<file path="src/rtl/htw_pkg.sv">
`timescale 1ns / 1ps
// ----------------------------------------------------------------------------
// htw_pkg
// Shared types, codes and defaults of the hashed timer wheel.
// ----------------------------------------------------------------------------
package htw_pkg;

    localparam int unsigned DEF_NUM_SLOTS   = 256;
    localparam int unsigned DEF_NUM_HANDLES = 32;
    localparam int unsigned GRAN_MAX        = 1000;

    localparam logic [9:0]  GRAN_RESET   = 10'd15;
    localparam logic [17:0] MAXTO_RESET  = 18'd3825;
    localparam logic [31:0] NONE_PENDING = 32'hFFFF_FFFF;

    localparam logic [2:0] OP_SET   = 3'd0;
    localparam logic [2:0] OP_UPD   = 3'd1;
    localparam logic [2:0] OP_CAN   = 3'd2;
    localparam logic [2:0] OP_ADV   = 3'd3;
    localparam logic [2:0] OP_NEXT  = 3'd4;
    localparam logic [2:0] OP_ISSET = 3'd5;

    localparam logic [1:0] MODE_ALWAYS = 2'd0;
    localparam logic [1:0] MODE_DATA   = 2'd0;
    localparam logic [1:0] MODE_LATER  = 2'd2;
    localparam logic [1:0] MODE_SOONER = 2'd3;

    localparam logic [1:0] KIND_STATUS = 2'd0;
    localparam logic [1:0] KIND_EXPIRE = 2'd1;
    localparam logic [1:0] KIND_NEXT   = 2'd2;

    localparam logic [1:0] ERR_NONE  = 2'd0;
    localparam logic [1:0] ERR_LONG  = 2'd1;
    localparam logic [1:0] ERR_RANGE = 2'd2;

    localparam logic CFG_GRAN  = 1'b0;
    localparam logic CFG_MAXTO = 1'b1;

    typedef struct packed {
        logic        ins;
        logic        pdw;
        logic        clr;
        logic [4:0]  handle;
        logic [31:0] offset;
        logic [31:0] payload;
        logic [15:0] order;
    } t_cmd;

    typedef struct packed {
        logic        valid;
        logic        found;
        logic [15:0] key;
        logic [4:0]  handle;
        logic [31:0] payload;
    } t_scan;

    typedef struct packed {
        logic [1:0]  kind;
        logic [4:0]  handle;
        logic [31:0] data;
        logic        wp;
        logic        upd;
        logic [31:0] nt;
        logic [1:0]  err;
    } t_res;

endpackage

</file>
<file path="src/rtl/htw_div.sv">
`timescale 1ns / 1ps
// ----------------------------------------------------------------------------
// htw_div
// Restoring divider, 32-bit dividend by 10-bit divisor, one bit per cycle.
// ----------------------------------------------------------------------------
module htw_div
    import htw_pkg::*;
(
    input  logic        i_clk,
    input  logic        i_rst_n,
    input  logic        i_start,
    input  logic [31:0] i_dividend,
    input  logic [9:0]  i_divisor,
    output logic        o_done,
    output logic [31:0] o_quot,
    output logic [9:0]  o_rem
);

    logic [5:0]  r_cnt;
    logic        r_busy;
    logic [31:0] r_q;
    logic [9:0]  r_r;
    logic [9:0]  r_d;
    logic [10:0] w_tr;
    logic        w_ge;

    assign w_tr = {r_r, r_q[31]};
    assign w_ge = w_tr >= {1'b0, r_d};

    always_ff @(posedge i_clk) begin
        if (!i_rst_n) begin
            r_busy <= 1'b0;
            r_cnt  <= '0;
            o_done <= 1'b0;
        end else begin
            o_done <= 1'b0;
            if (i_start) begin
                r_busy <= 1'b1;
                r_cnt  <= 6'd32;
            end else if (r_busy) begin
                r_cnt <= r_cnt - 6'd1;
                if (r_cnt == 6'd1) begin
                    r_busy <= 1'b0;
                    o_done <= 1'b1;
                end
            end
        end
    end

    always_ff @(posedge i_clk) begin
        if (i_start) begin
            r_q <= i_dividend;
            r_r <= '0;
            r_d <= i_divisor;
        end else if (r_busy) begin
            r_q <= {r_q[30:0], w_ge};
            r_r <= w_ge ? 10'(w_tr - {1'b0, r_d}) : w_tr[9:0];
        end
    end

    assign o_quot = r_q;
    assign o_rem  = r_r;

endmodule

</file>
<file path="config.mk">
export PLATFORM = sky130hd
export DESIGN_NAME = htw_div
export DESIGN_NICKNAME = d
export VERILOG_FILES = /design/src/rtl/htw_pkg.sv /design/src/rtl/htw_div.sv
export SDC_FILE = /design/constraint.sdc
export NUM_CORES = 1
export LEC_CHECK = 0
export BUFFER_PORTS_ARGS = -buffer_cell sky130_fd_sc_hd__buf_4
export CAP_MARGIN = 20
export CORE_ASPECT_RATIO = 1.2
export CORE_MARGIN = 5
export CORE_UTILIZATION = 51
export DETAILED_ROUTE_END_ITERATION = 12
export PLACE_DENSITY = 0.9
export SYNTH_ARGS = -nofsm -noshare
export SYNTH_HDL_FRONTEND = slang
export SYNTH_SLANG_ARGS = --single-unit
</file>
<file path="constraint.sdc">
create_clock -name i_clk -period 3.17 [get_ports i_clk]
set_input_delay 0.317 -clock i_clk [delete_from_list [all_inputs] [get_ports i_clk]]
set_output_delay 0.317 -clock i_clk [all_outputs]
set_load 0.02 [all_outputs]
</file>
# [Yosys cells after proc, flatten, opt, wreduce, memory -nomap -nowiden]
# Index checks and enable logic that the tools add are counted.
[word_totals] latch_bits=0 word_cells=25 romBits=0 regBits=60 mem_count=0 ram_bits=0 out_inout_bits=43
[op_classes] bitwise_logic=2 n_mul=0 shift=0 addsub=2 muxes=9 order_cmp=1 n_div=0 eq_ne=1 reduce_logical=3
[ops] cell="32-bit 2-to-1 mux" count=2
[ops] cell="6-bit 2-to-1 mux" count=2
[ops] cell="11-bit by 10-bit greater-or-equal comparator with 1-bit output" count=1
[ops] cell="10-bit 2-to-1 mux" count=1
[ops] cell="10-bit subtractor" count=1
[ops] cell="6-bit by 1-bit equality test with 1-bit output (second input constant)" count=1
[ops] cell="6-bit by 1-bit subtractor with 6-bit output (second input constant)" count=1
[ops] cell="1-bit 2-to-1 mux" count=4
[ops] cell="3-bit OR reduction" count=1
[ops] cell="1-bit inverter" count=2
[ops] cell="2-bit nonzero test" count=1
[ops] cell="2-bit OR reduction" count=1

# [Depth between registers and ports, before layout]
# Gate-level depths: netlist (run 1).
[depth] word_depth=4 depth_mapped=10

# [Worst setup path before layout (run 1)]
# No wires, ideal clock.
[synth_timing] kind="register -> register" from="register r_r[0], in the netlist o_rem[0]" to="register r_q[0], in the netlist o_quot[0], data pin" t_arrival_ns=2.231 path_stages_with_launch=9 setup_time_ns=0.260 slack_ns=0.679 cell_sequence="dfxtp_1 -> ha_1 -> nor2b_1 -> o31ai_1 -> a2111oi_2 -> or3_1 -> buf_6 -> buf_12 -> mux2_2"
[synth_via] elab_chain_cells=3
[synth_rtl] item="start, declared" line="htw_div.sv:22" text="logic [9:0] r_r;"
[synth_rtl] item="start signal, assigned" line="htw_div.sv:57" text="r_r <= w_ge ? 10'(w_tr - {1'b0, r_d}) : w_tr[9:0];"
[synth_rtl] item="11-bit by 10-bit greater-or-equal comparator with 1-bit output" line="htw_div.sv:28" text="assign w_ge = w_tr >= {1'b0, r_d};"
[synth_rtl] item="32-bit 2-to-1 mux" line="htw_div.sv:55" text="end else if (r_busy) begin"
[synth_rtl] item="32-bit 2-to-1 mux" line="htw_div.sv:51" text="if (i_start) begin"
[synth_rtl] item="end signal, assigned" line="htw_div.sv:52" text="r_q <= i_dividend;"
[synth_rtl] item="end signal, assigned" line="htw_div.sv:56" text="r_q <= {r_q[30:0], w_ge};"
[synth_rtl] item="end, declared" line="htw_div.sv:21" text="logic [31:0] r_q;"
# Every way passes these cells. The select of a mux whose other input is x is not followed.
# A chain may end at the register's enable or synchronous reset.

# [Worst setup path after layout (run 1)]
# Same ends and word-level chain as after synthesis.

==> results of run 1 <==
[registers in the layout, summed over array words and instances, names as in the netlist]
signal and count:
o_rem 10, r_busy 1, o_done 1, r_cnt 6, o_quot 32, r_d 10
[worst max-delay path, stage by stage (launching register included)]
cell and delay [ns]:
dfxtp_1 0.44, ha_1 0.28, nor2b_1 0.15, o31ai_1 0.38, a2111oi_2 0.13, or3_1 0.64, mux2_2 0.38
[stage by stage]
stage,hold WS [ns],power (mW),setup WS [ns],instance area [um2]
2_1_floorplan,0.416,1.33,0.679,2950
3_3_place_gp,0.473,1.49,0.616,3650
3_5_place_dp,0.487,1.51,0.566,3650
4_1_cts,0.140,2.16,0.556,3830
5_1_grt,0.124,2.27,0.369,3830
6_report,0.156,2.14,0.532,3830
[power breakdown]
part           internal (mW)  switching [mW]
sequential             0.927          0.0502
clock                  0.355           0.294
combinational          0.246           0.267
[cell usage in the layout (no fill, tap or decap), drive strengths merged, types with 4 or more instances in the layout]
| cell type | synthesis | final |
|---|---|---|
| nor3 | 7 | 7 |
| mux2i | 8 | 8 |
| mux2 | 32 | 32 |
| ha | 12 | 12 |
| inv | 17 | 17 |
| a21oi | 5 | 5 |
| dfxtp | 18 | 18 |
| o21a | 4 | 4 |
| nand2 | 9 | 9 |
| clkinv | 0 | 4 |
| edfxtp | 42 | 42 |
| clkbuf | 4 | 10 |
| a211oi | 9 | 9 |
| nor2 | 27 | 27 |
| xnor2 | 7 | 7 |
| buf | 5 | 90 |
[worst max-delay path by stage]
stage               startpoint        end  slack, ns  depth (start not counted)
detailed placement    o_rem[0]  o_quot[0]       0.57                          6
global placement        r_d[1]  o_quot[0]       0.62                          7
floorplan             o_rem[0]  o_quot[0]       0.68                          8
CTS                   o_rem[0]  o_quot[0]       0.56                          6
finish                o_rem[0]  o_quot[0]       0.53                          6
global route            r_d[1]  o_quot[0]       0.37                          7
[cell families (layout without fill, tap and decap cells)]
logic type	count (synthesis)	count (layout)	synth area share [%]
AO/OA/AOI/OAI	32	32	8.66
XOR/XNOR	10	10	2.97
adder cells (fa/ha/maj)	13	13	5.77
buffers and inverters	26	123	4.12
flip-flops	60	60	55.0
multiplexers	40	40	14.9
AND/OR/NAND/NOR	55	55	8.57
[per-layer routing]
| layer | routed length [um] | vias to the layer above | global-route usage [%] |
|---|---|---|---|
| met5 | 0 | - | 0 |
| li1 | - | 1051 | - |
| met3 | 634 | 15 | 8.67 |
| met4 | 149 | 0 | 7.74 |
| met2 | 2950 | 86 | 29.0 |
| met1 | 2530 | 1024 | 21.1 |
[final cells by class]
class,instances,area share [%]
clock inverter,6,1.44
multi-input combinational,150,31.5
clock buffer,10,3.33
tap,64,2.09
timing repair buffer,90,17.6
sequential,60,42.3
inverter,17,1.67
==> metrics, run 1 <==
outcome completed; sequential fraction of the synthesis area between 50 and 60%; warnings from Yosys 0; Crit. End Element register; hold_sp i_divisor[2]; Die Span Y 93.3 um; DP Wirelength around 4.7 mm; non-filler cells, final between 300 and 400; initial core utilization 52.4%; CTS sink count 60; clock-pin transition on the worst setup and hold timing paths about 0.07 ns; post-route setup TNS 0 ns; Reg2Reg Capture Point o_quot[0]; ANT nets after route 0; # rows 30; TritonCTS clock tree yes; share of cells above drive strength 1 42.3%; placed cells between 300 and 400; First-pass DRT Iterations 4; Worst Reg-to-Reg Cells 6; Unique masters post-synth 40; Pwr Density 558 nW/um2; Multi-input gate area 1210 um2; leak pwr 1.63 nW; most frequent cell after synthesis edfxtp_1; PortBufs 87; Clock Skew 0.00684 ns; Total Wirelength 6.26 mm; average wire per standard cell 15.8 um; Num CTS Buffers 9; FF/Latch Area 1620 um2; post-cts sizing count 0; largest cells by area after synthesis edfxtp_1 (43%), dfxtp_1 (12%), mux2_2 (12%); Clock Latency Late Sink about 0.33 ns; Synth Flop Type edfxtp_1; worst hold path class primary input to register; hold endpoint r_d[2]; WHS Path Cells 1; Worst Path Required 3.26 ns; first-pass GRT wire length 10.4 mm; max-cap violations 0; Tcrit/Tclk final 83.2%; Residual DRC 0; Synth async-reset ratio 0%; CTS root buf clkbuf_8; Synth Instances approximately 240; unrepaired setup endpoints after global routing no; crit path max fanout 14; GRT Util Overall a little under a fifth; Vias/cell 5.48; Worst-Margin Slew 0.694 ns; largest net degree at the start of global routing 33; post-layout util 68.0%; Synth Cell Area 2950 um2; die area about 7400 um2; Startpoint Class register; Final Setup Violations 0; r2r startpoint o_rem[0]; vias in the first global route roughly 2300; syn avg cell area 12.5 um2; fillers 438; Final Critical Period 2.64 ns; Yosys top cell area share 42.8%; crit path kind register to register; final hold viol count 0; FF-to-FF setup slack roughly 0.53 ns; core area between 5000 and 6000 um2; Final GP Congestion 0.855; Crit path arrival time 2.72 ns; Clock Tree Buf Depth 2; vias around 2200; Slew Limit Headroom 53.8%; initial DRC count 90; Final #Nets 386; post-synth top area cell edfxtp_1; initial antenna violation count 0; synth cell count leaders edfxtp_1 (42), mux2_2 (32), nor2_1 (27); Slew Limit Fails 0; Peak VDD IR 0.000307 V; hold_buf cts 0; Ant. Diodes 0; Area Growth Syn to Fin 29.9%; syn_nets 294; Post-CTS Setup Inserts 0; flops & latches, synth 60; grt ovf 0; fmax 0.379 GHz; CTS H-Tree Depth 3; Die Width 79.4 um; # IOs just under 90; EDFF count, synth 42
(Power assumes the default switching activity.)
==> run 2, diff against run 1 <==
--- a/config.mk
+++ b/config.mk
@@ -9,9 +9,9 @@
 export CAP_MARGIN = 20
 export CORE_ASPECT_RATIO = 1.2
 export CORE_MARGIN = 5
-export CORE_UTILIZATION = 51
+export CORE_UTILIZATION = 46
 export DETAILED_ROUTE_END_ITERATION = 12
-export PLACE_DENSITY = 0.9
+export PLACE_DENSITY = 0.86
 export SYNTH_ARGS = -nofsm -noshare
 export SYNTH_HDL_FRONTEND = slang
 export SYNTH_SLANG_ARGS = --single-unit
==> constraint.sdc (replaced) <==
create_clock -name i_clk -period 2.4 [get_ports i_clk]
set_input_delay 0.24 -clock i_clk [delete_from_list [all_inputs] [get_ports i_clk]]
set_output_delay 0.24 -clock i_clk [all_outputs]
set_load 0.02 [all_outputs]
==> run 2 against run 1 <==
Compared with the run above:
- hold slack got worse by 0.072 ns
- cell area rose by 4.3%
- critical endpoint is now o_rem[5]
- register-to-register slack got worse by 0.43 ns
- combinational power rose by 44%
- critical path type unchanged
==> metrics, run 2 (synthesis results as in run 1) <==
Slew Limit Fails 0 (unchanged); GRT Util Overall 17.1% (was 18.3%); max reg flops 32 (unchanged); max-cap violations 0 (unchanged); Total Wirelength 6.81 mm (was 6.26 mm); CTS root buf clkbuf_8 (unchanged); vias 2184 (was 2176); initial DRC count 108 (was 90); PortBufs 87 (unchanged); Final GP Congestion 0.841 (was 0.855); TritonCTS clock tree yes (unchanged); Clock Tree Buf Depth 2 (unchanged); placed cells 411 (was 381); Final #Nets 396 (was 386); DP Wirelength 5.03 mm (was 4.66 mm); Num CTS Buffers 9 (unchanged); CTS H-Tree Depth 3 (unchanged); Final Critical Period 2.30 ns (was 2.64 ns); Area Growth Syn to Fin 35.4% (was 29.9%); Comb pwr share 24.9% (was 24.0%); Clock Skew 0.00816 ns (was 0.00684 ns); die area 8120 um2 (was 7410 um2); Die Width 83.1 um (was 79.4 um); Pwr Density 745 nW/um2 (was 558 nW/um2); initial antenna violation count 0 (unchanged); Vias/cell 5.10 (was 5.48); clock group share of total power 31.8% (was 30.3%); setup slack after layout 0.0972 ns (was 0.532 ns); First-pass DRT Iterations 4 (unchanged); fmax 0.434 GHz (was 0.379 GHz); worst slack at placement -0.120 ns (was 0.566 ns); Crit path arrival time 2.55 ns (was 2.72 ns); Ant. Diodes 0 (unchanged); crit path max fanout 7 (was 14); critical-path cell list inv_2 > ha_1 > nor2b_1 > o31ai_2 > a2111oi_2 > or3_4 > buf_6 > mux2i_1 > a211oi_1 (was ha_1 > nor2b_1 > o31ai_1 > a2111oi_2 > or3_1 > mux2_2); Clock Latency Late Sink 0.34 ns (was 0.33 ns); switch share 27.6% (was 28.6%); Final Power 2.98 mW (was 2.14 mW); crit path kind register to register (unchanged); final hold viol count 0 (unchanged); CTS sink count 60 (unchanged); unrepaired setup endpoints after global routing yes (was no); outcome completed (unchanged); largest net degree at the start of global routing 33 (unchanged); Residual DRC 0 (unchanged); P_sw 821 uW (was 611 uW); most frequent cells in the layout buf_4 (99), edfxtp_1 (42), mux2_2 (32) (was buf_4 (90), edfxtp_1 (42), mux2_2 (32)); initial core utilization 46.6% (was 52.4%); clock-pin transition on the worst setup and hold timing paths 0.06 ns (was 0.07 ns); hold_buf cts 0 (unchanged); Crit. End Element register (unchanged); first-pass GRT wire length 11.1 mm (was 10.4 mm); Int Pwr 2.15 mW (was 1.53 mW); share of cells above drive strength 1 46.1% (was 42.3%); worst hold path class primary input to register (unchanged); average wire per standard cell 15.9 um (was 15.8 um); Peak VDD IR 0.000544 V (was 0.000307 V); grt ovf 0 (unchanged); Die Span Y 97.7 um (was 93.3 um); Tcrit/Tclk final 95.9% (was 83.2%); CP max stage cell or3_4 (was or3_1); commonest non-fill, non-tap cell in the layout buf_4 (unchanged); sequential share of power 43.3% (was 45.7%); # IOs 88 (unchanged); fillers 478 (was 438); post-layout util 63.1% (was 68.0%); non-filler cells, final 428 (was 397); Slew Limit Headroom 72.9% (was 53.8%); Worst-Margin Slew 0.407 ns (was 0.694 ns); vias in the first global route 2331 (was 2295); Final Setup Violations 0 (unchanged); CP max stage delay 0.45 ns (was 0.64 ns); Startpoint Class register (unchanged); Worst Path Required 2.64 ns (was 3.26 ns); leak pwr 1.70 nW (was 1.63 nW); ANT nets after route 0 (unchanged); core area 6330 um2 (was 5630 um2); # rows 32 (was 30)
## run 2: cell types whose count changed in the layout (fill, tap and decap cells not counted), sizes merged
cell,delta
buf,+10
clkbuf,+5
clkinv,-4
clkinvlp,-1
## run 2: worst paths after layout
kind	start	end	slack, ns	cells past startpoint
max reg2reg	r_d[1]	o_rem[5]	0.1	9
max	r_d[1]	o_rem[5]	0.1	9
min	i_divisor[2]	r_d[2]	0.08	1
min reg2reg	r_cnt[0]	r_cnt[0]	0.50	2
## run 2: timing repair
action,4_1_cts,5_1_grt
setup endpoints to repair,6,6
pin swaps,0,7
buffers inserted,0,1
gates resized for setup,1,6
## run 2: worst max-delay path, delay by kind of cell, from the launching register on
family,cells,cell delay (ns)
AOI/OAI and AO/OA,3,0.62
DFF,1,0.38
muxes,1,0.12
buffers and inverters,2,0.24
adders and majority gates,1,0.23
and+or+nand+nor,2,0.61
## run 2: cell type report
type                    instances  area, um2  area share, %
clock buffers                  15        176           4.42
repair buffers                100        754           18.9
well taps                      85        106           2.66
multi-input cells             150       1240           31.0
clock inverters                 1       30.0          0.752
flip-flops and latches         60       1620           40.7
inverters                      17       63.8           1.60
## run 2: metrics by stage
| step | setup TNS, ns | hold WS [ns] | area, um2 |
|---|---|---|---|
| 4_1_cts | 0 | 0.0691 | 3960 |
| 2_1_floorplan | 0 | 0.339 | 2950 |
| 3_3_place_gp | 0 | 0.419 | 3740 |
| 5_1_grt | -0.0242 | 0.0713 | 3990 |
| 6_report | 0 | 0.0837 | 3990 |
| 3_5_place_dp | -0.464 | 0.420 | 3740 |
## run 2: routing by layer
layer	share of wire (%)	vias to the layer above	global-route usage, %
met1	37	1030	17.4
met2	51	74	29.9
li1	-	1068	-
met5	0	-	0
met4	2.0	0	6.67
met3	9.6	12	8.40
## run 2: power by group through the flow
stage               combinational [mW]  sequential [mW]  clock [mW]
floorplan                        0.364             1.39           0
global placement                 0.695             1.30           0
detailed placement               0.715             1.31           0
CTS                              0.722             1.29       0.963
global route                     0.800             1.30        1.00
finish                           0.739             1.29       0.947
