===== src/rtl/htw_pkg.sv =====
`timescale 1ns / 1ps
// ----------------------------------------------------------------------------
// htw_pkg
// Shared types, codes and defaults of the hashed timer wheel.
// ----------------------------------------------------------------------------
package htw_pkg;

    localparam int unsigned DEF_NUM_SLOTS   = 256;
    localparam int unsigned DEF_NUM_HANDLES = 32;
    localparam int unsigned GRAN_MAX        = 1000;

    localparam logic [9:0]  GRAN_RESET   = 10'd15;
    localparam logic [17:0] MAXTO_RESET  = 18'd3825;
    localparam logic [31:0] NONE_PENDING = 32'hFFFF_FFFF;

    localparam logic [2:0] OP_SET   = 3'd0;
    localparam logic [2:0] OP_UPD   = 3'd1;
    localparam logic [2:0] OP_CAN   = 3'd2;
    localparam logic [2:0] OP_ADV   = 3'd3;
    localparam logic [2:0] OP_NEXT  = 3'd4;
    localparam logic [2:0] OP_ISSET = 3'd5;

    localparam logic [1:0] MODE_ALWAYS = 2'd0;
    localparam logic [1:0] MODE_DATA   = 2'd0;
    localparam logic [1:0] MODE_LATER  = 2'd2;
    localparam logic [1:0] MODE_SOONER = 2'd3;

    localparam logic [1:0] KIND_STATUS = 2'd0;
    localparam logic [1:0] KIND_EXPIRE = 2'd1;
    localparam logic [1:0] KIND_NEXT   = 2'd2;

    localparam logic [1:0] ERR_NONE  = 2'd0;
    localparam logic [1:0] ERR_LONG  = 2'd1;
    localparam logic [1:0] ERR_RANGE = 2'd2;

    localparam logic CFG_GRAN  = 1'b0;
    localparam logic CFG_MAXTO = 1'b1;

    typedef struct packed {
        logic        ins;
        logic        pdw;
        logic        clr;
        logic [4:0]  handle;
        logic [31:0] offset;
        logic [31:0] payload;
        logic [15:0] order;
    } t_cmd;

    typedef struct packed {
        logic        valid;
        logic        found;
        logic [15:0] key;
        logic [4:0]  handle;
        logic [31:0] payload;
    } t_scan;

    typedef struct packed {
        logic [1:0]  kind;
        logic [4:0]  handle;
        logic [31:0] data;
        logic        wp;
        logic        upd;
        logic [31:0] nt;
        logic [1:0]  err;
    } t_res;

endpackage


===== src/rtl/htw_cell.sv =====
`timescale 1ns / 1ps
// ----------------------------------------------------------------------------
// htw_cell
// One timer entry; compares itself against the scan record passing through.
// ----------------------------------------------------------------------------
module htw_cell
    import htw_pkg::*;
#(
    parameter int unsigned NUM_SLOTS = DEF_NUM_SLOTS,
    parameter int unsigned IDX       = 0,
    localparam int unsigned SW       = $clog2(NUM_SLOTS)
) (
    input  logic          i_clk,
    input  logic          i_rst_n,
    input  t_cmd          i_cmd,
    input  logic [SW-1:0] i_cmd_slot,
    input  logic [SW-1:0] i_wi,
    input  logic [15:0]   i_ic,
    input  logic          i_query,
    input  t_scan         i_scan,
    output t_scan         o_scan,
    output logic          o_pending,
    output logic [31:0]   o_offset
);

    logic          r_pend;
    logic [SW-1:0] r_slot;
    logic [31:0]   r_off;
    logic [31:0]   r_pay;
    logic [15:0]   r_ord;
    t_scan         r_scan;
    logic          w_hit;
    logic          w_match;
    logic [SW-1:0] w_dist;
    logic [15:0]   w_key;
    logic          w_take;

    assign w_hit   = {1'b0, i_cmd.handle} == 6'(IDX);
    assign w_dist  = (r_slot >= i_wi) ? SW'(r_slot - i_wi)
                   : SW'((SW+1)'(r_slot) + (SW+1)'(NUM_SLOTS) - (SW+1)'(i_wi));
    assign w_match = r_pend && (i_query || r_slot == i_wi);
    assign w_key   = i_query ? 16'(w_dist) : 16'(i_ic - r_ord);
    assign w_take  = i_scan.valid && w_match && (!i_scan.found || w_key < i_scan.key);

    always_ff @(posedge i_clk) begin
        if (!i_rst_n) begin
            r_pend       <= 1'b0;
            r_scan.valid <= 1'b0;
        end else begin
            r_scan.valid <= i_scan.valid;
            if (w_hit && i_cmd.ins) begin
                r_pend <= 1'b1;
            end else if (w_hit && i_cmd.clr) begin
                r_pend <= 1'b0;
            end
        end
    end

    always_ff @(posedge i_clk) begin
        if (w_hit && i_cmd.ins) begin
            r_slot <= i_cmd_slot;
            r_off  <= i_cmd.offset;
            r_ord  <= i_cmd.order;
        end
        if (w_hit && (i_cmd.ins || i_cmd.pdw)) begin
            r_pay <= i_cmd.payload;
        end
        if (w_take) begin
            r_scan.found   <= 1'b1;
            r_scan.key     <= w_key;
            r_scan.handle  <= 5'(IDX);
            r_scan.payload <= r_pay;
        end else begin
            r_scan.found   <= i_scan.found;
            r_scan.key     <= i_scan.key;
            r_scan.handle  <= i_scan.handle;
            r_scan.payload <= i_scan.payload;
        end
    end

    assign o_scan    = r_scan;
    assign o_pending = r_pend;
    assign o_offset  = r_off;

endmodule


===== config.mk =====
export PLATFORM = sky130hd
export DESIGN_NAME = htw_cell
export DESIGN_NICKNAME = d
export VERILOG_FILES = /design/src/rtl/htw_pkg.sv /design/src/rtl/htw_cell.sv
export SDC_FILE = /design/constraint.sdc
export NUM_CORES = 1
export LEC_CHECK = 0
export BUFFER_PORTS_ARGS = -buffer_cell sky130_fd_sc_hd__buf_2
export CAP_MARGIN = 20
export CORE_ASPECT_RATIO = 1.75
export CORE_UTILIZATION = 43
export DETAILED_ROUTE_END_ITERATION = 8
export GPL_TIMING_DRIVEN = 0
export PLACE_DENSITY = 0.79
export SETUP_SLACK_MARGIN = 0.4
export SLEW_MARGIN = 10
export SYNTH_ARGS = -nofsm -noshare
export SYNTH_HDL_FRONTEND = slang
export SYNTH_SLANG_ARGS = --single-unit
export TNS_END_PERCENT = 50

===== constraint.sdc =====
create_clock -name i_clk -period 4.4 [get_ports i_clk]
set_clock_uncertainty 0.05 [all_clocks]
set_input_delay 0.66 -clock i_clk [delete_from_list [all_inputs] [get_ports i_clk]]
set_output_delay 0.66 -clock i_clk [all_outputs]
set_load 0.02 [all_outputs]

== Word-level counts from Yosys, hierarchy flattened ==
Cells that the tools add are included.

* $add $sub $neg: 4
* Order comparisons: 2
* Equal/unequal tests: 1
* Multiplexer cells: 5
* Reduce and logical (&&, ||, !) cells: 12

{| class="wikitable"
|+ Operator list
! kind !! number
|-
| $mux 53 || 1
|-
| $lt 16x16->1 || 1
|-
| $mux 16 || 1
|-
| $sub 16x16->16 || 1
|-
| $sub 8x8->8 || 2
|-
| $add 8x1->8 const B || 1
|-
| $eq 8x8->1 || 1
|-
| $ge 8x8->1 || 1
|-
| $mux 8 || 1
|-
| $logic_and 1x1->1 || 6
|-
| $logic_not 5->1 || 1
|-
| $logic_or 1x1->1 || 3
|-
| $mux 1 || 2
|-
| $reduce_bool 2->1 || 1
|-
| $logic_not 1->1 || 1
|}

* Register bits: 144
* Input bits: 178

== Logic depth before layout (Yosys ltp) ==
Gate-level depths: netlist of the first run.

* Depth after elaboration: 8
* Gate-level depth with buffers: 18
* Depth with buffers taken out: 16

== Worst setup path before layout of the first run ==
Ideal clock, no wire load.

* Path kind: input-to-reg
* Start point: in i_ic[0]
* End point: reg r_scan, in the netlist o_scan[15]
* Library setup time: 0.123 ns
* Data arrival time: 4.170 ns
* Required time: 4.227 ns
* Slack: 0.057 ns
* Stages: 17
* Path buffers: 2
* Cells stage by stage: inv_1 -> ha_1 -> inv_1 -> fa_1 -> a21o_1 -> a221oi_1 -> o21bai_1 -> a41oi_1 -> mux2_2 -> ha_1 -> nand3_1 -> or4_1 -> a211o_1 -> nand4b_2 -> buf_6 -> buf_6 -> mux2_1

* Word-level cells in the longest chain between the ends: 6

{| class="wikitable"
|+ RTL lines
! what !! RTL line !! text
|-
| start, declared || htw_cell.sv:18 || <nowiki>input logic [15:0] i_ic,</nowiki>
|-
| $sub 16x16->16 || htw_cell.sv:42 || <nowiki>assign w_key = i_query ? 16'(w_dist) : 16'(i_ic - r_ord);</nowiki>
|-
| $mux 16 || htw_cell.sv:42 ||
|-
| $lt 16x16->1 || htw_cell.sv:43 || <nowiki>assign w_take = i_scan.valid && w_match && (!i_scan.found || w_key < i_scan.key);</nowiki>
|-
| $logic_or 1x1->1 || htw_cell.sv:43 ||
|-
| $logic_and 1x1->1 || htw_cell.sv:43 ||
|-
| $mux 53 || htw_cell.sv:68 || <nowiki>if (w_take) begin</nowiki>
|-
| end, declared || htw_cell.sv:31 || <nowiki>t_scan r_scan;</nowiki>
|}

No other way between the ends.
A chain may end at the register's enable or synchronous reset.

== Worst setup path after layout of the first run ==
* Start point: in i_ic[0]
* End point: reg r_scan, in the netlist o_scan[21]

The elaborated chain is that of the path after synthesis.

==> metrics.md, run 1 <==
| Metric | Value |
|---|---|
| Top post-synthesis cells by count | edfxtp_1 (88), dfxtp_1 (56), inv_1 (44) |
| Main flop type after synthesis | edfxtp_1 |
| Cell family with the largest share of critical-path delay | compound AO/OA/AOI/OAI gates |
| Final wirelength | ~16 mm |
| Final Cycle Share | 0.941 |
| Filler cell count | approximately 1100 |
| Ports | about 270 |
| Post-Syn Area | ~6000 sq um |
| Final worst slack | 260 ps |
| Clk_lat worst skew | about 420 ps |
| RSZ-0062 raised after global routing | true |
| Distinct cells, synth | 57 |
| Yosys warning count | 0 |
| Pre-Repair DR Iteration Count | 4 |
| Final Non-Filler Cells | 940 |
| Synth async-reset ratio | 0 |
| Post-DP HPWL | 12.0 mm |
| Final Slew Violations | 0 |
| Critical Path RT | approximately 4700 ps |
| GRT Residual Overflow | 0 |
| Critical path arrival | 4390 ps |
| Routed via count | 4700 |
| Largest family of logic cells by synthesized area | multiplexers |
| Port Buffer Count | approximately 260 |
| Starting Density | 0.440 |
| Setup violators final | 0 |
| Multi-input logic area | 2200 sq um |
| Fin area | 8560 sq um |
| Post-Place Setup Slack | -354 ps |
| Initial antenna violation count | 1 |
| CP max stage delay | around 530 ps |
| H-tree Lvls | 4 |
| Max-cap violation count | 0 |
| Flops & latches, synth | between 100 and 150 |
| Placed Cells | 897 |
| Placed cell area | ~7800 sq um |
| Avg Inst Size Synth | ~13 sq um |
| Post-DR vias/cell | around 5.0 |
| Mean routed wirelength per cell | ~17 microns |
| Tightest Pin Transition | around 800 ps |
| Final net count | around 970 |
| Yosys top cell area share | 0.432 |
| Final hold vios | 0 |
| Pwr Density | 379 nW/um^2 |
| Worst path cell trace | buf_6 -> inv_12 -> ha_4 -> inv_2 -> fa_2 -> a21o_1 -> a221o_1 -> o211ai_2 -> nor4_1 -> a311o_1 -> ha_1 -> nand2_2 -> or4_4 -> a211o_1 -> nand4b_4 -> buf_12 -> buf_12 -> mux2_1 |
| DIE HEIGHT | roughly 160 microns |
| Row cnt | 57 |
| Slowest CP cell | or4_4 |
| Syn_nets | about 670 |
| Core ar. | 13900 sq um |
| Die X | slightly above 90 microns |
| Compound-gate portion of the synthesized area | 0.0860 |
| Hold crit path type | in2reg |
| Area added between synthesis and finish | 40.1% |
| Crit path max fanout | 10 |
| Leak Pwr | around 4 nW |
| Register area | about 3800 sq um |
| Longest Clk Path Bufs | 2 |
| Total Power | 3.24 mW |
| Drt drc | 0 |
| Largest net degree at the start of global routing | 43 |
| Clock Pin Slew Worst Setup and Hold Paths | around 70 ps |
| Synth Area in XOR/XNOR | 0.0172 |
| Max Freq | about 240 MHz |
| First-pass GRT wire length | roughly 24 mm |
| Root Buffer Master | clkbuf_16 |
| EDFF count, synth | 88 |
| Die area | about 15000 sq um |
| Max VDD drop | between 0.3 and 0.4 mV |
| ANT nets after route | 0 |
| Result of the run | finished, final reports clean |
| Critical path type | in2reg |
| Share of layout cells above drive strength 1 | 0.469 |
| Sequential area share after synthesis | 0.616 |
| Multiplexer share of the synthesized area | 0.0898 |
| Largest area contributor in the netlist | edfxtp_1 |
| CP bufs+invs | 5 |
| Crit path launch type | primary input |
| CP dominant cell by count | buf_12 |
| Min cycle time layout | approximately 4100 ps |
| Cells after Synth | between 400 and 500 |
| Vias in the first global route | 5002 |
| CTS tree | done |
| Max_slew headroom | 0.465 |
| Adder-Cell Fraction of Synth Area | 0.0843 |
| Hold-fix buffers, CTS | 0 |
| Total GRT Usage | 0.213 |
| Dominant cells by area after synthesis | edfxtp_1 (43%), dfxtp_1 (18%), ha_1 (7.8%) |
| Count leader, synth | edfxtp_1 |
| Final GP Congestion | 0.918 |
| Drt initial violations | approximately 150 |
| Sink Count | ~140 |
| Area share of and/or/nand/nor cells after synthesis | 0.0667 |
| TritonCTS Buffers | 17 |
| Crit end category | register |
==> layer usage <==
| layer | GRT usage | vias up | share of wire |
|---|---|---|---|
| met5 | 0 | - | 0 |
| met4 | 0.120 | 0 | 0.038 |
| met3 | 0.0600 | 46 | 0.066 |
| met2 | 0.384 | 215 | 0.54 |
| met1 | 0.217 | 2180 | 0.36 |
| li1 | - | 2259 | - |
==> cell families (layout without fill, tap and decap cells) <==
logic type,after synthesis,in the layout
AO/OA/AOI/OAI,79,79
XOR/XNOR,12,12
adder cells (fa/ha/maj),40,40
buffers and inverters,55,363
flip-flops,144,144
multiplexers,49,49
other,0,1
AND/OR/NAND/NOR,75,75
==> power by group <==
part	internal [mW]	switching [mW]	total [mW]
Sequential	1.47	0.00934	1.48
Clock	0.765	0.636	1.40
Combinational	0.172	0.192	0.364
==> through the flow <==
| stage | TNS [ps] | hold WS [ps] | util |
|---|---|---|---|
| after detailed placement | -12620 | 386 | 0.558 |
| after global placement | -12120 | 377 | 0.555 |
| after CTS | 0 | 343 | 0.610 |
| final | 0 | 364 | 0.616 |
| after global routing | 0 | 344 | 0.616 |
| after floorplan | 0 | 375 | - |
==> cell type report <==
| cell class | count | share of cell area |
|---|---|---|
| buffer | 11 | 0.0146 |
| antenna | 1 | 0.000292 |
| inverter | 44 | 0.0207 |
| clock inverter | 14 | 0.0158 |
| tap | 177 | 0.0259 |
| timing repair buffer | 276 | 0.175 |
| sequential | 144 | 0.439 |
| clock buffer | 18 | 0.0513 |
| multi-input combinational | 255 | 0.257 |
==> repair_timing <==
| item | in CTS | in global routing |
|---|---|---|
| gates cloned | 1 | 1 |
| pin swaps | 1 | 3 |
| gates resized for setup | 17 | 12 |
| endpoints found under the setup margin | 53 | 53 |
| buffers inserted | 7 | 1 |
==> registers in the layout (all words and copies together), names as in the netlist <==
name / count
o_offset: 32
o_pending: 1
o_scan: 55
r_ord: 16
r_pay: 32
r_slot: 8
==> cell usage in the layout, fill, tap and decap left out, types with 4 or more instances in the layout <==
cell type  synthesis  final
a21oi_1           24     24
o21a_1             4      4
buf_12             0      5
nand2b_1           5      5
inv_6              0      6
xor2_1             5      5
buf_2              2    265
nand2_1           16     15
xnor2_1            7      7
buf_4              2      7
a21o_1             9      9
inv_1             44     42
ha_1              38     37
mux2_4             0     13
mux2_1            33     21
and2_1             7      6
clkbuf_16          0     18
nor2b_1            5      5
and3_1             5      5
nand3_1            7      7
nor2_1            13     13
edfxtp_1          88     88
mux2_2            14     13
dfxtp_1           56     56
o21ai_0           10     10
==> final timing paths <==
path,slack [ps],startpoint,cells past startpoint,end
worst max-delay path,260,i_ic[0],18,o_scan[21]$_DFF_P_
worst min register to register,400,r_pay[23]$_DFFE_PP_,1,o_scan[23]$_DFF_P_
worst min-delay path,360,i_cmd[78],1,o_offset[30]$_DFFE_PP_
worst max register to register,270,r_ord[0]$_DFFE_PP_,16,o_scan[21]$_DFF_P_
Note: power is estimated with default switching activity, not from simulation.
==> run 2, diff against run 1 <==
CELL_PAD_IN_SITES_DETAIL_PLACEMENT = 1   (was default)
CELL_PAD_IN_SITES_GLOBAL_PLACEMENT = 2   (was default)
CORE_MARGIN = 5   (was default)
CORE_UTILIZATION = 27   (was 43)
==> metrics.md, run 2 (synthesis results as in run 1) <==
| Metric | Value |
|---|---|
| First-pass GRT wire length | 27.6 mm (+15%) |
| Sink Count | 144 (unchanged) |
| Final Slew Violations | 0 (unchanged) |
| Largest net degree at the start of global routing | 58 (+35%) |
| P_sw | 0.808 mW (-3.4%) |
| Result of the run | finished, final reports clean |
| Max FFs per register | 55 (unchanged) |
| Max Freq | 240 MHz (-0.68%) |
| Area added between synthesis and finish | 44.7% |
| Pre-Repair DR Iteration Count | 4 (unchanged) |
| Core ar. | 22600 sq um (+62%) |
| Worst path cell trace | buf_4 -> inv_12 -> ha_4 -> inv_2 -> fa_2 -> a21o_1 -> a221oi_2 -> o21bai_1 -> a41oi_2 -> mux2_4 -> ha_1 -> nand3_1 -> or4_4 -> a211o_1 -> nand4b_4 -> buf_12 -> clkbuf_16 -> mux2_4 |
| Port Buffer Count | 264 (unchanged) |
| Hold-fix buffers, CTS | 0 (unchanged) |
| CP max stage delay | 440 ps (-90 ps) |
| Most frequent cells in the layout | buf_2 (265), edfxtp_1 (88), dfxtp_1 (56), inv_1 (42), ha_1 (37) |
| Pwr Density | 373 nW/um^2 (-1.4%) |
| RSZ-0062 raised after global routing | true |
| Longest Clk Path Bufs | 2 (unchanged) |
| Row cnt | 73 (+28%) |
| Most common cell after layout, fill and taps aside | buf_2 |
| Vias in the first global route | 5128 (+2.5%) |
| Total Power | 3.30 mW (+1.8%) |
| Max_slew headroom | 0.467 (+0.00155) |
| Clock Pin Slew Worst Setup and Hold Paths | 60 ps (about the same) |
| DIE HEIGHT | 209 microns (+31%) |
| TritonCTS Buffers | 17 (unchanged) |
| Crit path max fanout | 8 (-2) |
| Root Buffer Master | clkbuf_16 |
| Drt initial violations | 128 (-12%) |
| Critical path arrival | 4450 ps (+60 ps) |
| Placed Cells | 1018 (+13%) |
| Hold crit path type | in2reg |
| Min cycle time layout | 4170 ps (+28.3 ps) |
| H-tree Lvls | 4 (unchanged) |
| Crit path launch type | primary input |
| Tightest Pin Transition | 800 ps (-2.32 ps) |
| Starting Density | 0.271 (-0.169) |
| Slowest CP cell | or4_4 |
| Die X | 124 microns (+34%) |
| Total GRT Usage | 0.147 (-0.0665) |
| Final wirelength | 18.9 mm (+21%) |
| Drt drc | 0 (unchanged) |
| Comb pwr share | 0.116 (+0.004) |
| Mean routed wirelength per cell | 17.6 microns (+6.1%) |
| Final core occ | 0.392 (-0.224) |
| Clk_lat worst skew | 440 ps (+20 ps) |
| Leak Pwr | 4.10 nW (+2.9%) |
| Routed via count | 4682 (-0.38%) |
| ANT nets after route | 0 (unchanged) |
| Initial antenna violation count | 2 (+1) |
| Crit end category | register |
| Final Non-Filler Cells | 1069 (+14%) |
| Setup violators final | 0 (unchanged) |
| Fin Setup TNS | 0 ps (unchanged) |
| Post-DR vias/cell | 4.38 (-12%) |
| Die area | 25900 sq um (+76%) |
| Share of layout cells above drive strength 1 | 0.495 (+0.0269) |
| Max-cap violation count | 0 (unchanged) |
| Fin area | 8850 sq um (+3.3%) |
| Final Cycle Share | 0.947 (+0.00643) |
| Ports | 266 (unchanged) |
| Net Sw Frac | 0.245 (-0.0133) |
| Final GP Congestion | 0.790 (-14%) |
| Cell family with the largest share of critical-path delay | compound AO/OA/AOI/OAI gates |
| Clock share of power | 0.436 (+0.004) |
| Final hold vios | 0 (unchanged) |
| Register share of total power | 0.448 (-0.008) |
| CP bufs+invs | 5 (unchanged) |
| Post-DP HPWL | 14.8 mm (+23%) |
| Critical Path RT | 4680 ps (+30 ps) |
| GRT Residual Overflow | 0 (unchanged) |
| CTS tree | done |
| Critical path type | in2reg |
| Placed cell area | 7880 sq um (+1.4%) |
| CP dominant cell by count | mux2_4 |
| Max VDD drop | 0.277 mV (-8.0%) |
| Internal power component | 2.49 mW (+3.7%) |
| Final net count | 973 (+0.62%) |
## run 2: changes by cell type in the layout (fill, tap and decap cells not counted), moves of 3 or more
cell / change
buf_4: +8
buf_6: -3
mux2_1: -12
mux2_4: +13
## run 2: area by class of cell
cell class | instances | area (sq um)
fill | 2550 | 13700
sequential | 144 | 3760
multi-input combinational | 255 | 2280
timing repair buffer | 282 | 1540
clock buffer | 18 | 429
tap | 300 | 375
inverter | 44 | 178
clock inverter | 13 | 148
buffer | 11 | 125
antenna | 2 | 5.00
## run 2: timing repair
action,CTS,global route
gates resized for setup,24,24
gates cloned,1,3
endpoints found under the setup margin,53,53
buffers inserted,11,3
pin swaps,6,8
## run 2: routing by layer
metal / GRT usage / wire length (microns) / up-vias
met5: 0 / 11 / -
met4: 0.0822 / 680 / 2
met3: 0.0542 / 1430 / 30
met2: 0.272 / 10600 / 174
met1: 0.132 / 6140 / 2220
li1: - / - / 2256
## run 2: stage by stage
| step | worst slack [ps] | hold WS, ps |
|---|---|---|
| finish | 231 | 337 |
| global route | 118 | 311 |
| CTS | 85.1 | 295 |
| detailed placement | -513 | 389 |
| global placement | -492 | 377 |
| floorplan | 175 | 375 |
## run 2: power by group through the flow
stage                     clock network (mW)  registers, mW  logic (mW)
after floorplan                            0           1.55       0.152
after global placement                     0           1.51       0.354
after detailed placement                   0           1.51       0.361
after CTS                               1.50           1.48       0.377
after global routing                    1.55           1.48       0.424
final                                   1.44           1.48       0.384
## run 2: final timing paths
check | slack (ps) | depth (start not counted) | end | start
hold reg to reg | 410 | 1 | o_scan[2]$_DFF_P_ | r_pay[2]$_DFFE_PP_
setup reg to reg | 260 | 16 | o_scan[37]$_DFF_P_ | r_ord[0]$_DFFE_PP_
hold / removal | 340 | 1 | r_pay[14]$_DFFE_PP_ | i_cmd[30]
setup / recovery | 230 | 18 | o_scan[37]$_DFF_P_ | i_ic[0]
==> run 3, diff against run 2 <==
CELL_PAD_IN_SITES_DETAIL_PLACEMENT = default   (was 1)
CELL_PAD_IN_SITES_GLOBAL_PLACEMENT = default   (was 2)
CORE_UTILIZATION = 40   (was 27)
PLACE_DENSITY = 0.75   (was 0.79)
==> metrics.md, run 3 (synthesis results as in run 1) <==
| Metric | Value |
|---|---|
| Max Freq | 241 MHz (+0.58%) |
| Crit path launch type | register |
| Min cycle time layout | 4140 ps (-24.0 ps) |
| Most frequent cells in the layout | buf_2 (265), edfxtp_1 (88), dfxtp_1 (56), inv_1 (42), ha_1 (37) |
| Longest Clk Path Bufs | 2 (unchanged) |
| Port Buffer Count | 264 (unchanged) |
| Register share of total power | 0.448 (about the same) |
| Critical path type | reg2reg |
| Max VDD drop | 0.269 mV (-3.1%) |
| Final GP Congestion | 0.844 (+6.8%) |
| Comb pwr share | 0.111 (-0.005) |
| Core ar. | 15000 sq um (-34%) |
| Max_slew headroom | 0.459 (-0.00783) |
| Drt drc | 0 (unchanged) |
| Pre-Repair DR Iteration Count | 4 (unchanged) |
| Final Non-Filler Cells | 945 (-12%) |
| H-tree Lvls | 4 (unchanged) |
| Final wirelength | 16.1 mm (-15%) |
| Worst Hold Depth | 1 (unchanged) |
| R2R Path Start | r_ord[10]$_DFFE_PP_ |
| Final Cycle Share | 0.942 (-0.00547) |
| Hold crit path type | in2reg |
| Final core occ | 0.574 (+0.182) |
| Clk_lat worst skew | 410 ps (-30 ps) |
| Area added between synthesis and finish | 40.7% |
| Post-DR vias/cell | 4.84 (+10%) |
| Routed via count | 4570 (-2.4%) |
| Vias in the first global route | 4915 (-4.2%) |
| ANT nets after route | 0 (unchanged) |
| Result of the run | finished, final reports clean |
| Leak Pwr | 4.02 nW (-2.0%) |
| Clock share of power | 0.441 (+0.005) |
| Hold EP | r_pay[16]$_DFFE_PP_ |
| Mean routed wirelength per cell | 17.0 microns (-3.5%) |
| Total Power | 3.29 mW (-0.25%) |
| Pwr Density | 383 nW/um^2 (+2.6%) |
| GRT Residual Overflow | 0 (unchanged) |
| Final net count | 966 (-0.72%) |
| Initial antenna violation count | 1 (-1) |
| Final hold vios | 0 (unchanged) |
| Tightest Pin Transition | 812 ps (+11.7 ps) |
| R2R Setup Slk | 260 ps (about the same) |
| Largest net degree at the start of global routing | 40 (-31%) |
| Min-Delay Startpoint | i_cmd[32] |
| Starting Density | 0.408 (+0.137) |
| Max-cap violation count | 0 (unchanged) |
| R2r worst-path depth | 17 (+1) |
| Crit path max fanout | 9 (+1) |
| Share of layout cells above drive strength 1 | 0.481 (-0.0145) |
| Row cnt | 59 (-19%) |
| CTS tree | done |
| Total GRT Usage | 0.179 (+0.0321) |
| Clock Pin Slew Worst Setup and Hold Paths | 70 ps (about the same) |
| Internal power component | 2.42 mW (-3.0%) |
| Die area | 18000 sq um (-31%) |
| Critical Path RT | 4630 ps (-50 ps) |
| TritonCTS Buffers | 17 (unchanged) |
| Most common cell after layout, fill and taps aside | buf_2 |
| Final Slew Violations | 0 (unchanged) |
| Net Sw Frac | 0.266 (+0.0211) |
| Crit end category | register |
| Placed Cells | 902 (-11%) |
| DIE HEIGHT | 174 microns (-17%) |
| Root Buffer Master | clkbuf_16 |
| Sink Count | 144 (unchanged) |
| Max FFs per register | 55 (unchanged) |
| RR Endpoint | o_scan[51]$_DFF_P_ |
| Post-DP HPWL | 12.6 mm (-15%) |
| Ports | 266 (unchanged) |
| Setup violators final | 0 (unchanged) |
| First-pass GRT wire length | 24.3 mm (-12%) |
| Drt initial violations | 158 (+23%) |
| RSZ-0062 raised after global routing | true |
| P_sw | 0.876 mW (+8.3%) |
| Critical path arrival | 4380 ps (-70 ps) |
| Die X | 103 microns (-16%) |
-- run 3: worst max path at each step --
| stage | depth (start not counted) | end | start | slack [ps] |
|---|---|---|---|---|
| 4_1_cts | 16 | o_scan[51]$_DFF_P_ | r_ord[0]$_DFFE_PP_ | 130 |
| 3_5_place_dp | 18 | o_scan[31]$_DFF_P_ | i_ic[0] | -440 |
| 6_report | 17 | o_scan[51]$_DFF_P_ | r_ord[10]$_DFFE_PP_ | 260 |
| 2_1_floorplan | 17 | o_scan[15]$_DFF_P_ | i_ic[0] | 170 |
| 5_1_grt | 17 | o_scan[51]$_DFF_P_ | r_ord[10]$_DFFE_PP_ | 70 |
| 3_3_place_gp | 18 | o_scan[49]$_DFF_P_ | i_ic[0] | -400 |
-- run 3: power by group through the flow --
stage	sequential [mW]	combinational [mW]	clock, mW
floorplan	1.55	0.152	0
global placement	1.51	0.340	0
detailed placement	1.51	0.347	0
CTS	1.48	0.361	1.48
global route	1.48	0.405	1.54
finish	1.48	0.365	1.45
-- run 3: through the flow --
step	hold slack, ps	worst slack, ps	TNS, ps	instance area (sq um)
after floorplan	375	175	0	6170
after global placement	377	-402	-15450	7720
after detailed placement	387	-437	-16890	7750
after CTS	338	135	0	8520
after global routing	340	70.0	0	8600
final	362	255	0	8600
-- run 3: critical path, stage by stage, from the launching register on --
cell	delay (ps)
edfxtp_1	360
inv_1	60
ha_1	210
clkbuf_1	210
a21oi_1	180
o21ai_1	130
o31a_1	320
a211oi_2	260
xnor2_1	170
nor2_1	60
ha_1	320
nand2_2	70
or4_4	520
a211o_1	290
nand4b_4	130
buf_12	170
buf_12	140
mux2_1	330
-- run 3: layout make-up --
class | instances | area (sq um)
clock buffers | 17 | 425
multi-input cells | 255 | 2250
repair buffers | 275 | 1450
inverters | 44 | 178
fillers | 1273 | 6380
flip-flops and latches | 144 | 3760
clock inverters | 15 | 179
plain buffers | 11 | 124
well taps | 183 | 229
diodes | 1 | 2.50
-- run 3: timing repair --
item / in CTS / in global routing
hold buffers: 0 / 0
setup buffers: 8 / 1
resized for setup: 22 / 15
pin swaps: 7 / 6
cloned: 1 / 0
endpoints found under the setup margin: 53 / 53
-- run 3: metal layers --
metal / share of wire / wire length [microns] / up-vias / GRT usage
met5: 0 / 0 / - / 0
met4: 0.028 / 448 / 0 / 0.0740
met3: 0.070 / 1120 / 25 / 0.0499
met2: 0.56 / 8990 / 172 / 0.336
met1: 0.34 / 5540 / 2129 / 0.176
li1: - / - / 2244 / -
